**src/design/sue_pkg.sv**
```systemverilog
// shared types, character codes and helpers for the string unescaper
`timescale 1ns / 1ps

package sue_pkg;

  // decoder mode
  typedef enum logic [1:0] {
    MODE_NORMAL = 2'd0,
    MODE_ESC    = 2'd1,
    MODE_HEX_X  = 2'd2,
    MODE_HEX_U  = 2'd3
  } mode_t;

  // result kind codes
  typedef enum logic [1:0] {
    KIND_BYTE = 2'd0,
    KIND_END  = 2'd1,
    KIND_ERR  = 2'd2
  } kind_t;

  // character codes
  localparam logic [7:0] CHAR_NUL    = 8'h00;
  localparam logic [7:0] CHAR_DQUOTE = 8'h22;
  localparam logic [7:0] CHAR_APOS   = 8'h27;
  localparam logic [7:0] CHAR_SLASH  = 8'h2F;
  localparam logic [7:0] CHAR_BSLASH = 8'h5C;
  localparam logic [7:0] CHAR_LC_B   = 8'h62;
  localparam logic [7:0] CHAR_LC_F   = 8'h66;
  localparam logic [7:0] CHAR_LC_N   = 8'h6E;
  localparam logic [7:0] CHAR_LC_R   = 8'h72;
  localparam logic [7:0] CHAR_LC_T   = 8'h74;
  localparam logic [7:0] CHAR_LC_U   = 8'h75;
  localparam logic [7:0] CHAR_LC_X   = 8'h78;
  localparam logic [7:0] CHAR_BS     = 8'h08;
  localparam logic [7:0] CHAR_FF     = 8'h0C;
  localparam logic [7:0] CHAR_LF     = 8'h0A;
  localparam logic [7:0] CHAR_CR     = 8'h0D;
  localparam logic [7:0] CHAR_TAB    = 8'h09;

  localparam logic [7:0]  QUOTE_RESET  = CHAR_DQUOTE;
  localparam logic [2:0]  DIGITS_X     = 3'd2;
  localparam logic [2:0]  DIGITS_U     = 3'd4;
  localparam logic [31:0] COUNT_MAX    = 32'hFFFF_FFFF;

  // decoder state carried between items
  typedef struct packed {
    mode_t       mode;
    logic [2:0]  digits_left;
    logic [15:0] hex_accum;
    logic [31:0] byte_count;
  } dec_state_t;

  // results caused by one item
  typedef struct packed {
    logic [1:0]      cnt;
    kind_t           kind;
    logic [2:0][7:0] bytes;
    logic [7:0]      bad;
    logic [31:0]     len;
  } res_bundle_t;

  // hex digit decode: bit 4 is the valid flag, bits 3:0 the value
  function automatic logic [4:0] hex_digit(input logic [7:0] c);
    logic [4:0] r;
    r = 5'd0;
    if (c >= 8'h30 && c <= 8'h39) begin
      r = {1'b1, 4'(c - 8'h30)};
    end else if (c >= 8'h41 && c <= 8'h46) begin
      r = {1'b1, 4'(c - 8'h37)};
    end else if (c >= 8'h61 && c <= 8'h66) begin
      r = {1'b1, 4'(c - 8'h57)};
    end
    return r;
  endfunction

endpackage

```
**src/design/sue_ifs.sv**
```systemverilog
// valid/ready channel interfaces for the string unescaper
`timescale 1ns / 1ps

interface sue_in_if;
  logic       valid;
  logic       ready;
  logic [7:0] char_in;

  modport source (output valid, output char_in, input ready);
  modport sink   (input valid, input char_in, output ready);
endinterface

interface sue_out_if;
  logic        valid;
  logic        ready;
  logic [1:0]  kind;
  logic [7:0]  out_byte;
  logic [7:0]  bad_char;
  logic [31:0] total_len;
  logic        last;

  modport source (output valid, output kind, output out_byte, output bad_char,
                  output total_len, output last, input ready);
  modport sink   (input valid, input kind, input out_byte, input bad_char,
                  input total_len, input last, output ready);
endinterface

```
**src/design/sue_decode.sv**
```systemverilog
// next-state and result logic for one source character
`timescale 1ns / 1ps

module sue_decode (
  input  sue_pkg::dec_state_t  st,
  input  logic [7:0]           char_in,
  input  logic [7:0]           quote_char,
  output sue_pkg::dec_state_t  st_nxt,
  output sue_pkg::res_bundle_t res
);
  import sue_pkg::*;

  logic        do_normal;
  logic        restart;
  logic [1:0]  add_n;
  logic [4:0]  hd;
  logic [15:0] acc;
  logic [2:0]  dl;
  logic [32:0] sum;

  assign hd = hex_digit(char_in);

  always_comb begin
    st_nxt    = st;
    res       = '0;
    res.kind  = KIND_BYTE;
    do_normal = 1'b0;
    restart   = 1'b0;
    add_n     = 2'd0;
    acc       = {st.hex_accum[11:0], hd[3:0]};
    dl        = (st.digits_left == 3'd0) ? 3'd0 : st.digits_left - 3'd1;

    case (st.mode)
      // character after a backslash
      MODE_ESC: begin
        st_nxt.mode = MODE_NORMAL;
        add_n = 2'd1;
        case (char_in)
          CHAR_DQUOTE: res.bytes[0] = CHAR_DQUOTE;
          CHAR_APOS:   res.bytes[0] = CHAR_APOS;
          CHAR_BSLASH: res.bytes[0] = CHAR_BSLASH;
          CHAR_SLASH:  res.bytes[0] = CHAR_SLASH;
          CHAR_LC_B:   res.bytes[0] = CHAR_BS;
          CHAR_LC_F:   res.bytes[0] = CHAR_FF;
          CHAR_LC_N:   res.bytes[0] = CHAR_LF;
          CHAR_LC_R:   res.bytes[0] = CHAR_CR;
          CHAR_LC_T:   res.bytes[0] = CHAR_TAB;
          CHAR_LC_X: begin
            add_n = 2'd0;
            st_nxt.mode = MODE_HEX_X;
            st_nxt.digits_left = DIGITS_X;
            st_nxt.hex_accum = '0;
          end
          CHAR_LC_U: begin
            add_n = 2'd0;
            st_nxt.mode = MODE_HEX_U;
            st_nxt.digits_left = DIGITS_U;
            st_nxt.hex_accum = '0;
          end
          default: begin
            add_n = 2'd0;
            do_normal = 1'b1;
          end
        endcase
      end
      // hex digits of \x or \u
      MODE_HEX_X, MODE_HEX_U: begin
        if (!hd[4]) begin
          res.cnt  = 2'd1;
          res.kind = KIND_ERR;
          res.bad  = char_in;
          restart  = 1'b1;
        end else if (dl != 3'd0) begin
          st_nxt.hex_accum   = acc;
          st_nxt.digits_left = dl;
        end else begin
          st_nxt.mode        = MODE_NORMAL;
          st_nxt.hex_accum   = '0;
          st_nxt.digits_left = 3'd0;
          if (st.mode == MODE_HEX_X || acc < 16'h0080) begin
            add_n = 2'd1;
            res.bytes[0] = acc[7:0];
          end else if (acc < 16'h0800) begin
            add_n = 2'd2;
            res.bytes[0] = {3'b110, acc[10:6]};
            res.bytes[1] = {2'b10, acc[5:0]};
          end else begin
            add_n = 2'd3;
            res.bytes[0] = {4'b1110, acc[15:12]};
            res.bytes[1] = {2'b10, acc[11:6]};
            res.bytes[2] = {2'b10, acc[5:0]};
          end
        end
      end
      default: begin
        st_nxt.mode = MODE_NORMAL;
        do_normal = 1'b1;
      end
    endcase

    // literal character handling, shared with unknown escapes
    if (do_normal) begin
      if (char_in == quote_char || char_in == CHAR_NUL) begin
        res.cnt  = 2'd1;
        res.kind = KIND_END;
        res.len  = st.byte_count;
        restart  = 1'b1;
      end else if (char_in == CHAR_BSLASH) begin
        st_nxt.mode = MODE_ESC;
      end else begin
        add_n = 2'd1;
        res.bytes[0] = char_in;
      end
    end

    // byte counter with saturation
    sum = {1'b0, st.byte_count} + {31'd0, add_n};
    if (add_n != 2'd0) begin
      res.cnt = add_n;
      st_nxt.byte_count = sum[32] ? COUNT_MAX : sum[31:0];
    end

    if (restart) begin
      st_nxt.mode        = MODE_NORMAL;
      st_nxt.digits_left = 3'd0;
      st_nxt.hex_accum   = '0;
      st_nxt.byte_count  = '0;
    end
  end

endmodule

```
**src/design/sue_out_buf.sv**
```systemverilog
// result register that hands out up to three results of one item
`timescale 1ns / 1ps

module sue_out_buf (
  input  logic                 clk,
  input  logic                 rst_n,
  input  logic                 load,
  input  sue_pkg::res_bundle_t res,
  output logic                 in_ready,
  sue_out_if.source            out_ch
);
  import sue_pkg::*;

  logic [1:0]      cnt_r, cnt_nxt;
  kind_t           kind_r;
  logic [2:0][7:0] bytes_r;
  logic [7:0]      bad_r;
  logic [31:0]     len_r;
  logic            fire;

  assign fire     = out_ch.valid && out_ch.ready;
  assign in_ready = (cnt_r == 2'd0) || (cnt_r == 2'd1 && out_ch.ready);

  // remaining result count
  always_comb begin
    cnt_nxt = cnt_r;
    if (load) begin
      cnt_nxt = res.cnt;
    end else if (fire) begin
      cnt_nxt = cnt_r - 2'd1;
    end
  end

  always_ff @(posedge clk) begin
    if (!rst_n) begin
      cnt_r <= 2'd0;
    end else begin
      cnt_r <= cnt_nxt;
    end
  end

  // payload: load a new bundle or shift to the next byte
  always_ff @(posedge clk) begin
    if (load) begin
      kind_r  <= res.kind;
      bytes_r <= res.bytes;
      bad_r   <= res.bad;
      len_r   <= res.len;
    end else if (fire) begin
      bytes_r <= {8'h00, bytes_r[2:1]};
    end
  end

  assign out_ch.valid     = (cnt_r != 2'd0);
  assign out_ch.kind      = kind_r;
  assign out_ch.out_byte  = bytes_r[0];
  assign out_ch.bad_char  = bad_r;
  assign out_ch.total_len = len_r;
  assign out_ch.last      = (cnt_r == 2'd1);

  // only decoded bytes come in groups
  a_multi_only_bytes: assert property (@(posedge clk) disable iff (!rst_n)
    (cnt_r > 2'd1) |-> (kind_r == KIND_BYTE))
    else $error("end or error result pending with more than one result");

  // a new bundle never overwrites results still waiting
  a_no_overwrite: assert property (@(posedge clk) disable iff (!rst_n)
    load |-> (cnt_r == 2'd0 || (cnt_r == 2'd1 && out_ch.ready)))
    else $error("bundle loaded over pending results");

  // the rest of a group follows without a gap
  a_group_continues: assert property (@(posedge clk) disable iff (!rst_n)
    (fire && cnt_r > 2'd1) |=> (out_ch.valid && !in_ready || out_ch.ready))
    else $error("multi-byte group broken");

endmodule

```
**src/design/string_unescape_utf8.sv**
```systemverilog
// top level of the string literal unescaper with utf-8 output
`timescale 1ns / 1ps
// latency: the first result of an item is presented the cycle after it is accepted
// throughput: one item per cycle while out_ch is ready; a multi-result item holds input
// until its last result is taken, set by the single result register
// reset (synchronous, rst_n low): normal mode, counter and hex state cleared,
// quote character back to double quote, no result pending

module string_unescape_utf8 (
  input  logic       clk,
  input  logic       rst_n,
  input  logic       cfg_we,
  input  logic [7:0] cfg_data,
  sue_in_if.sink     in_ch,
  sue_out_if.source  out_ch
);
  import sue_pkg::*;

  dec_state_t  st_r, st_nxt;
  res_bundle_t res;
  logic [7:0]  quote_r;
  logic        accept;

  assign accept = in_ch.valid && in_ch.ready;

  // quote character register
  always_ff @(posedge clk) begin
    if (!rst_n) begin
      quote_r <= QUOTE_RESET;
    end else if (cfg_we) begin
      quote_r <= cfg_data;
    end
  end

  // decoder state advances on each accepted item
  always_ff @(posedge clk) begin
    if (!rst_n) begin
      st_r.mode        <= MODE_NORMAL;
      st_r.digits_left <= 3'd0;
      st_r.hex_accum   <= '0;
      st_r.byte_count  <= '0;
    end else if (accept) begin
      st_r <= st_nxt;
    end
  end

  sue_decode u_decode (
    .st         (st_r),
    .char_in    (in_ch.char_in),
    .quote_char (quote_r),
    .st_nxt     (st_nxt),
    .res        (res)
  );

  sue_out_buf u_out_buf (
    .clk      (clk),
    .rst_n    (rst_n),
    .load     (accept),
    .res      (res),
    .in_ready (in_ch.ready),
    .out_ch   (out_ch)
  );

endmodule
```
**src/flat_wrapper.sv**
```systemverilog
// flat-port wrapper written by rule: the top's interface ports become plain ports
module string_unescape_utf8_flat import sue_pkg::*;
  (clk, rst_n, cfg_we, cfg_data, in_ch_valid, in_ch_char_in, in_ch_ready, out_ch_valid, out_ch_kind, out_ch_out_byte, out_ch_bad_char, out_ch_total_len, out_ch_last, out_ch_ready);
  sue_in_if in_ch_i ();
  sue_out_if out_ch_i ();
  input  logic clk;
  input  logic rst_n;
  input  logic cfg_we;
  input  logic [7:0] cfg_data;
  input wire logic [$bits(in_ch_i.valid)-1:0] in_ch_valid;
  input wire logic [$bits(in_ch_i.char_in)-1:0] in_ch_char_in;
  output wire logic [$bits(in_ch_i.ready)-1:0] in_ch_ready;
  output wire logic [$bits(out_ch_i.valid)-1:0] out_ch_valid;
  output wire logic [$bits(out_ch_i.kind)-1:0] out_ch_kind;
  output wire logic [$bits(out_ch_i.out_byte)-1:0] out_ch_out_byte;
  output wire logic [$bits(out_ch_i.bad_char)-1:0] out_ch_bad_char;
  output wire logic [$bits(out_ch_i.total_len)-1:0] out_ch_total_len;
  output wire logic [$bits(out_ch_i.last)-1:0] out_ch_last;
  input wire logic [$bits(out_ch_i.ready)-1:0] out_ch_ready;
  assign in_ch_i.valid = in_ch_valid;
  assign in_ch_i.char_in = in_ch_char_in;
  assign in_ch_ready = in_ch_i.ready;
  assign out_ch_valid = out_ch_i.valid;
  assign out_ch_kind = out_ch_i.kind;
  assign out_ch_out_byte = out_ch_i.out_byte;
  assign out_ch_bad_char = out_ch_i.bad_char;
  assign out_ch_total_len = out_ch_i.total_len;
  assign out_ch_last = out_ch_i.last;
  assign out_ch_i.ready = out_ch_ready;
  string_unescape_utf8 u_core (.clk(clk), .rst_n(rst_n), .cfg_we(cfg_we), .cfg_data(cfg_data), .in_ch(in_ch_i), .out_ch(out_ch_i));
endmodule
```
**config.mk**
```make
export PLATFORM = sky130hd
export DESIGN_NAME = string_unescape_utf8_flat
export DESIGN_NICKNAME = d
export VERILOG_FILES = /design/src/design/sue_pkg.sv /design/src/design/sue_ifs.sv /design/src/design/sue_decode.sv /design/src/design/sue_out_buf.sv /design/src/design/string_unescape_utf8.sv /design/src/flat_wrapper.sv
export SDC_FILE = /design/constraint.sdc
export NUM_CORES = 1
export LEC_CHECK = 0
export BUFFER_PORTS_ARGS = -buffer_cell sky130_fd_sc_hd__buf_2
export CAP_MARGIN = 5
export CORE_UTILIZATION = 45
export DETAILED_ROUTE_END_ITERATION = 10
export GPL_TIMING_DRIVEN = 0
export PLACE_DENSITY_LB_ADDON = 0.2
export RECOVER_POWER = 25
export SLEW_MARGIN = 20
export SYNTH_ARGS = -nofsm -noshare
export SYNTH_HDL_FRONTEND = slang
export SYNTH_SLANG_ARGS = --single-unit
```
**constraint.sdc**
```tcl
create_clock -name clk -period 5.7 [get_ports clk]
set_input_delay 1.14 -clock clk [delete_from_list [all_inputs] [get_ports clk]]
set_output_delay 1.14 -clock clk [all_outputs]
set_load 0.02 [all_outputs]
```
==> results.py, run 1 <==
metrics = {
    "run_status": {
        "outcome": "complete, but fails checks",
        "violations": "design-rule violations",
    },
    "final_layout": {
        "drive_above_1_share_pct": 13.7,
        "nNetsFinal": 815,
        "final_util_pct": 54.0,
        "antenna_cells": 0,
        "synthToLayoutAreaGrowth_pct": 16.2,
    },
    "clock_network": {
        "root_buffer": "clkbuf_16",
        "clkLatencyLatePin_ps": 420,
        "cts_sinks": 123,
        "cts_tree": "done",
        "htreeDepth": 4,
        "ctsResizeCount": 0,
        "post-cts-setup-buffers": 0,
        "numCtsBuffers": 17,
        "clk_pin_slew_ps": 50,
        "clockBufferDepth": 2,
        "postCtsHoldBufs": 0,
    },
    "critical_path": {
        "rrSetupSlack_ps": 1290,
        "r2r_cells": 16,
        "crit_type": "input pin to register",
        "rr_endpoint": "u_core.st_r[26]$_SDFFE_PN0P_",
        "worstPathArrival_ps": 5700,
        "r2r_start": "u_core.quote_r[1]$_SDFFE_PN1P_",
        "critPathMaxFanout": 10,
        "cp-end-kind": "register",
        "required_ps": 6060,
        "cp-start-kind": "input pin",
    },
    "die": {
        "dieHeight_um": 125,
        "ios": 74,
        "fp.dieW_um": 125,
        "core_um2": 14600,
        "dieArea_um2": 15600,
        "start_util_pct": 46.5,
        "row_count": 44,
    },
    "timing": {
        "finalHoldViolations": 0,
        "finalSetupViolCount": 0,
        "fmax_mhz": 187,
        "period_needed_ps": 5340,
        "fin_crit_sh_pct": 93.6,
        "fin_tns_setup_ps": 0,
        "rsz0062_at_grt": "no",
        "tightest_slew_ps": 1020,
        "relSlewSlack_pct": 31.9,
        "final_max_slew_viol_count": 0,
        "clock_skew_ps": 6.42,
    },
    "global_route": {
        "grt_pass1_vias": 5751,
        "grt_first_pass_wirelength_um": 29800,
        "grtUsageTotal_pct": 24.3,
        "grt_start_max_net_pins": 52,
        "grt_overflow": 0,
        "grt_antenna_before_repair": 0,
    },
    "logic_synthesis": {
        "synth.distinct_cells": 80,
        "synth_top_area_share_pct": 28.2,
        "syn_area_um2": 6810,
        "synth.avg_cell_area_um2": 9.81,
        "synthFlopType": "edfxtp_1",
        "synth-seq-cells": 123,
        "synth_area_leaders": "edfxtp_1, dfxtp_1, nand2_1",
        "postSynthCellCount": 694,
        "synth_nets": 725,
        "synthArstFlopShare_pct": 0,
        "yosysWarnings": 0,
        "yosys.area.top_type": "edfxtp_1",
        "synth-edff-count": 64,
        "seq_area_frac_synth_pct": 45.6,
    },
    "routing": {
        "wl_per_cell_um": 18.9,
        "ant_nets": 0,
        "routed_wl_um": 18500,
        "viasPerCell": 5.98,
        "via_count": 5865,
        "drcViolationCount": 8,
        "drt_iter0_drc": 519,
        "drtPass1Iterations": 9,
    },
    "min_path": {
        "worstHoldStart": "u_core.st_r[40]$_SDFFE_PN0P_",
        "min_to": "u_core.st_r[40]$_SDFFE_PN0P_",
        "hp-class": "register to register",
        "worstHoldPathCells": 2,
    },
    "place": {
        "gp_congestion": 0.890,
        "io_buffers": 71,
        "dp_hpwl_um": 13200,
    },
    "flow_run": {
        "maxCapViolCount": 0,
    },
    "pwr": {
        "power.leakage_nw": 2.91,
        "ir_worst_vdd_uv": 218,
        "power_per_cell_area_nw_per_um2": 304,
        "total_power_mw": 2.40,
    },
}
-- cells by family (layout without fill, tap and decap cells) --
family | after synthesis | in the layout | share of synthesized area, %
AOI/OAI and AO/OA | 202 | 202 | 22.1
xor gates and xnor gates | 10 | 10 | 1.29
adders and majority gates | 10 | 10 | 1.95
buffers and inverters | 75 | 177 | 6.20
DFF | 123 | 123 | 45.6
muxes | 13 | 13 | 1.93
and+or+nand+nor | 261 | 261 | 20.9
-- where the power goes --
group | total (mW) | switching (mW) | internal (mW) | leakage (nW)
Combinational | 0.306 | 0.214 | 0.0920 | 1.52
Sequential | 1.04 | 0.0202 | 1.02 | 1.12
Clock | 1.06 | 0.382 | 0.677 | 0.277
Total | 2.40 | 0.616 | 1.79 | 2.91
-- layer usage --
metal  vias up  share of wire [%]  wire, µm  global-route usage, %
li1       2787                  -         -                      -
met4         0                4.5       837                   13.8
met5         -                  0         0                      0
met3        57                5.1       938                   4.92
met1      2819                 42      7820                   29.3
met2       202                 48      8880                   40.7
-- flip-flops by register name (all words and copies together), names as in the netlist --
| name | count |
|---|---|
| u_core.quote_r | 8 |
| u_core.st_r | 49 |
| u_core.u_out_buf.bytes_r | 14 |
| u_core.u_out_buf.cnt_r | 2 |
| u_core.u_out_buf.out_ch.bad_char | 8 |
| u_core.u_out_buf.out_ch.kind | 2 |
| u_core.u_out_buf.out_ch.out_byte | 8 |
| u_core.u_out_buf.out_ch.total_len | 32 |
-- metrics by stage --
step | worst slack [ps] | instance area [µm²] | instances | hold slack [ps]
after floorplan | 887 | 6810 | 694 | 439
after detailed placement | -325 | 7390 | 949 | 466
after global placement | -258 | 7390 | 949 | 452
after CTS | 102 | 7960 | 980 | 474
final | 364 | 7910 | 980 | 473
after global routing | 134 | 7910 | 980 | 503
-- how the worst max path moves through the flow --
stage	start	to	slack (ps)
final	in_ch_char_in[0]	u_core.st_r[26]$_SDFFE_PN0P_	360
after global routing	in_ch_char_in[1]	u_core.st_r[26]$_SDFFE_PN0P_	130
after CTS	in_ch_char_in[0]	u_core.st_r[0]$_SDFFE_PN0P_	100
after detailed placement	in_ch_char_in[1]	u_core.st_r[0]$_SDFFE_PN0P_	-330
after global placement	in_ch_char_in[1]	u_core.st_r[23]$_SDFFE_PN0P_	-260
after floorplan	in_ch_char_in[4]	u_core.st_r[15]$_SDFFE_PN0P_	890
-- synthesized netlist by cell type, types with 5 or more instances --
master / number
o21a_1: 6
inv_1: 17
nor2b_1: 12
nor2_1: 38
nor3_1: 9
o22ai_1: 5
o21ai_0: 49
a32o_1: 24
a31oi_1: 6
a211oi_1: 6
xor2_1: 9
a21oi_1: 23
dfxtp_1: 59
o211ai_1: 11
buf_4: 9
and3_1: 37
a22o_1: 7
nand2_1: 69
and2_1: 15
ha_1: 9
nand3_1: 24
a211o_1: 5
or3_1: 6
edfxtp_1: 64
nand4_1: 10
a21boi_1: 9
nor4_1: 8
mux2i_1: 12
o21ai_1: 10
buf_6: 12
buf_2: 13
clkbuf_1: 22
-- final cells by class --
cell class	count	area, µm²
clock inverter	10	125
inverter	19	71.3
fill	1378	6740
timing repair buffer	71	289
multi-input combinational	496	3290
clock buffer	21	440
tap	184	230
sequential	123	3100
buffer	56	354
-- layout by cell type (no fill, tap or decap), types with 8 or more instances in the layout --
master	count
nor2_1	38
and2_1	15
and3_1	37
buf_4	9
nand4_1	10
inv_1	17
a21boi_1	9
buf_2	31
nand3_1	24
dfxtp_1	59
nand2_1	69
clkbuf_1	78
buf_6	12
o21ai_1	10
a21oi_1	23
nor3_1	8
mux2i_1	12
ha_1	9
edfxtp_1	64
xor2_1	9
nor2b_1	12
clkbuf_16	17
o211ai_1	11
o21ai_0	49
a32o_1	24
-- worst max-delay path, cell delays in order --
cell,delay [ps]
buf_2,160
inv_1,180
ha_1,230
o21bai_1,110
a21oi_4,270
o21ai_4,130
or3_1,320
buf_2,200
o31ai_2,390
ha_1,260
fa_1,230
nand3_1,170
nor3_2,520
nand3_1,230
or4_1,550
buf_2,200
buf_6,160
o31ai_1,70
a32o_1,170
Power figures use the tool's default switching activity.
==> inputs of run 2 (changes only) <==
--- a/config.mk
+++ b/config.mk
@@ -12,6 +12,7 @@
 export GPL_TIMING_DRIVEN = 0
 export PLACE_DENSITY_LB_ADDON = 0.2
 export RECOVER_POWER = 25
+export REMOVE_ABC_BUFFERS = 1
 export SLEW_MARGIN = 20
 export SYNTH_ARGS = -nofsm -noshare
 export SYNTH_HDL_FRONTEND = slang
==> constraint.sdc (replaced) <==
create_clock -name clk -period 4.4 [get_ports clk]
set_input_delay 0.88 -clock clk [delete_from_list [all_inputs] [get_ports clk]]
set_output_delay 0.88 -clock clk [all_outputs]
set_load 0.02 [all_outputs]
==> run 2 against run 1 <==
Compared with the run above: the flow still finishes with violations (design-rule violations); clock power rose by 29%; utilization shrank 0.19 points; combinational power is 19% higher; cell count fell by 3.8%; clock-buffer cell count did not move; critical path depth fell by 1; clock skew up 5.2 ps.
==> results.py, run 2 (synthesis gave the netlist of run 1 again) <==
metrics = {
    "timing": {
        "clock_skew_ps": 11.6,
        "finalHoldViolations": 0,
        "finalSetupViolCount": 0,
        "fmax_mhz": 234,
        "fin_tns_setup_ps": 0,
        "final_max_slew_viol_count": 0,
        "fin_crit_sh_pct": 97.3,
        "relSlewSlack_pct": 32.4,
        "period_needed_ps": 4280,
        "tightest_slew_ps": 1010,
    },
    "final_layout": {
        "regArea_um2": 3100,
        "multi_input_area_um2": 3450,
        "final_cell_mix": "nand2_1, edfxtp_1, dfxtp_1",
        "largest_reg_flops": 49,
        "largest-register": "u_core.st_r",
        "layout_commonest_cell": "nand2_1",
        "antenna_cells": 0,
        "drive_above_1_share_pct": 16.6,
        "synthToLayoutAreaGrowth_pct": 15.8,
        "nFillCells": 1349,
        "nNetsFinal": 777,
        "fin_cells": 943,
    },
    "pwr": {
        "power_per_cell_area_nw_per_um2": 390,
        "power.leakage_nw": 2.89,
        "ir_worst_vdd_uv": 242,
        "total_power_mw": 3.08,
    },
    "die": {
        "core_um2": 14600,
        "start_util_pct": 46.5,
        "fp.dieW_um": 125,
        "row_count": 44,
        "dieHeight_um": 125,
        "ios": 74,
        "dieArea_um2": 15600,
    },
    "routing": {
        "viasPerCell": 6.05,
        "via_count": 5706,
        "ant_nets": 0,
        "drt_iter0_drc": 578,
        "routed_wl_um": 17600,
        "drcViolationCount": 10,
        "wl_per_cell_um": 18.7,
        "drtPass1Iterations": 8,
    },
    "critical_path": {
        "cp-start-kind": "input pin",
        "cp-end-kind": "register",
        "worstPathArrival_ps": 4590,
        "required_ps": 4710,
        "critPathMaxFanout": 7,
        "crit_type": "input pin to register",
    },
    "clock_network": {
        "cts_sinks": 123,
        "htreeDepth": 4,
        "clkLatencyLatePin_ps": 420,
        "postCtsHoldBufs": 0,
        "clockBufferDepth": 2,
        "root_buffer": "clkbuf_16",
        "clk_pin_slew_ps": 60,
        "cts_tree": "done",
        "numCtsBuffers": 17,
    },
    "place": {
        "place_inst": 896,
        "gp_congestion": 0.873,
        "io_buffers": 73,
        "dp_hpwl_um": 11200,
    },
    "run_status": {
        "outcome": "complete, but fails checks",
        "violations": "design-rule violations",
    },
    "global_route": {
        "grt_overflow": 0,
        "grt_start_max_net_pins": 48,
        "grt_first_pass_wirelength_um": 28400,
        "grtUsageTotal_pct": 23.1,
        "grt_antenna_before_repair": 0,
        "grt_pass1_vias": 5555,
    },
    "flow_run": {
        "maxCapViolCount": 0,
    },
    "min_path": {
        "hp-class": "register to register",
    },
}
==> run 2: repair_timing <==
item / 4_1_cts / 5_1_grt
gates resized for setup: 23 / 21
buffers inserted: 2 / 11
pin swaps: 8 / 13
gates cloned: 1 / 0
setup endpoints to repair: 32 / 32
==> run 2: worst paths after layout <==
path | slack, ps | endpoint | start | cells past startpoint
max | 120 | u_core.st_r[18]$_SDFFE_PN0P_ | in_ch_char_in[0] | 18
min | 480 | u_core.st_r[40]$_SDFFE_PN0P_ | u_core.st_r[40]$_SDFFE_PN0P_ | 2
max reg2reg | 400 | u_core.st_r[27]$_SDFFE_PN0P_ | u_core.st_r[39]$_SDFFE_PN0P_ | 12
min reg2reg | 480 | u_core.st_r[40]$_SDFFE_PN0P_ | u_core.st_r[40]$_SDFFE_PN0P_ | 2
==> run 2: final cells by class <==
class	count	area share (%)
repair buffers	88	5.54
multi-input cells	497	43.8
inverters	19	0.985
clock inverters	11	1.10
flip-flops and latches	123	39.4
clock buffers	21	6.26
well taps	184	2.92
==> run 2: layer usage <==
| layer | GRT usage (%) | vias up | routed length (µm) |
|---|---|---|---|
| li1 | - | 2718 | - |
| met1 | 28.0 | 2742 | 7500 |
| met2 | 38.9 | 214 | 8730 |
| met3 | 5.13 | 32 | 970 |
| met4 | 11.1 | 0 | 420 |
| met5 | 0 | - | 0 |
==> run 2: where the power goes <==
| group | total [mW] | internal [mW] | switching, mW |
|---|---|---|---|
| logic | 0.364 | 0.0975 | 0.267 |
| registers | 1.34 | 1.32 | 0.0268 |
| clock network | 1.37 | 0.852 | 0.515 |
| total | 3.08 | 2.27 | 0.809 |
==> run 2: critical path, stage by stage <==
cell and delay, ps:
buf_4 160, inv_4 70, ha_2 200, nor2b_2 170
o211ai_2 180, and3_4 230, a31oi_4 130, o31a_4 370
o31ai_4 70, ha_2 250, fa_2 240, nand3_2 130
nor3_4 380, and3_4 260, and3_4 200, nand3_1 120
a211o_1 280, a32o_1 260
==> run 2: metrics by stage <==
step	utilization [%]	hold slack (ps)	instance area, µm²	worst slack (ps)
floorplan	-	439	6450	-355
global placement	48.1	447	7050	-1770
detailed placement	48.3	464	7070	-1850
CTS	53.1	472	7780	1.67
global route	53.8	488	7880	-11.1
finish	53.8	476	7880	117
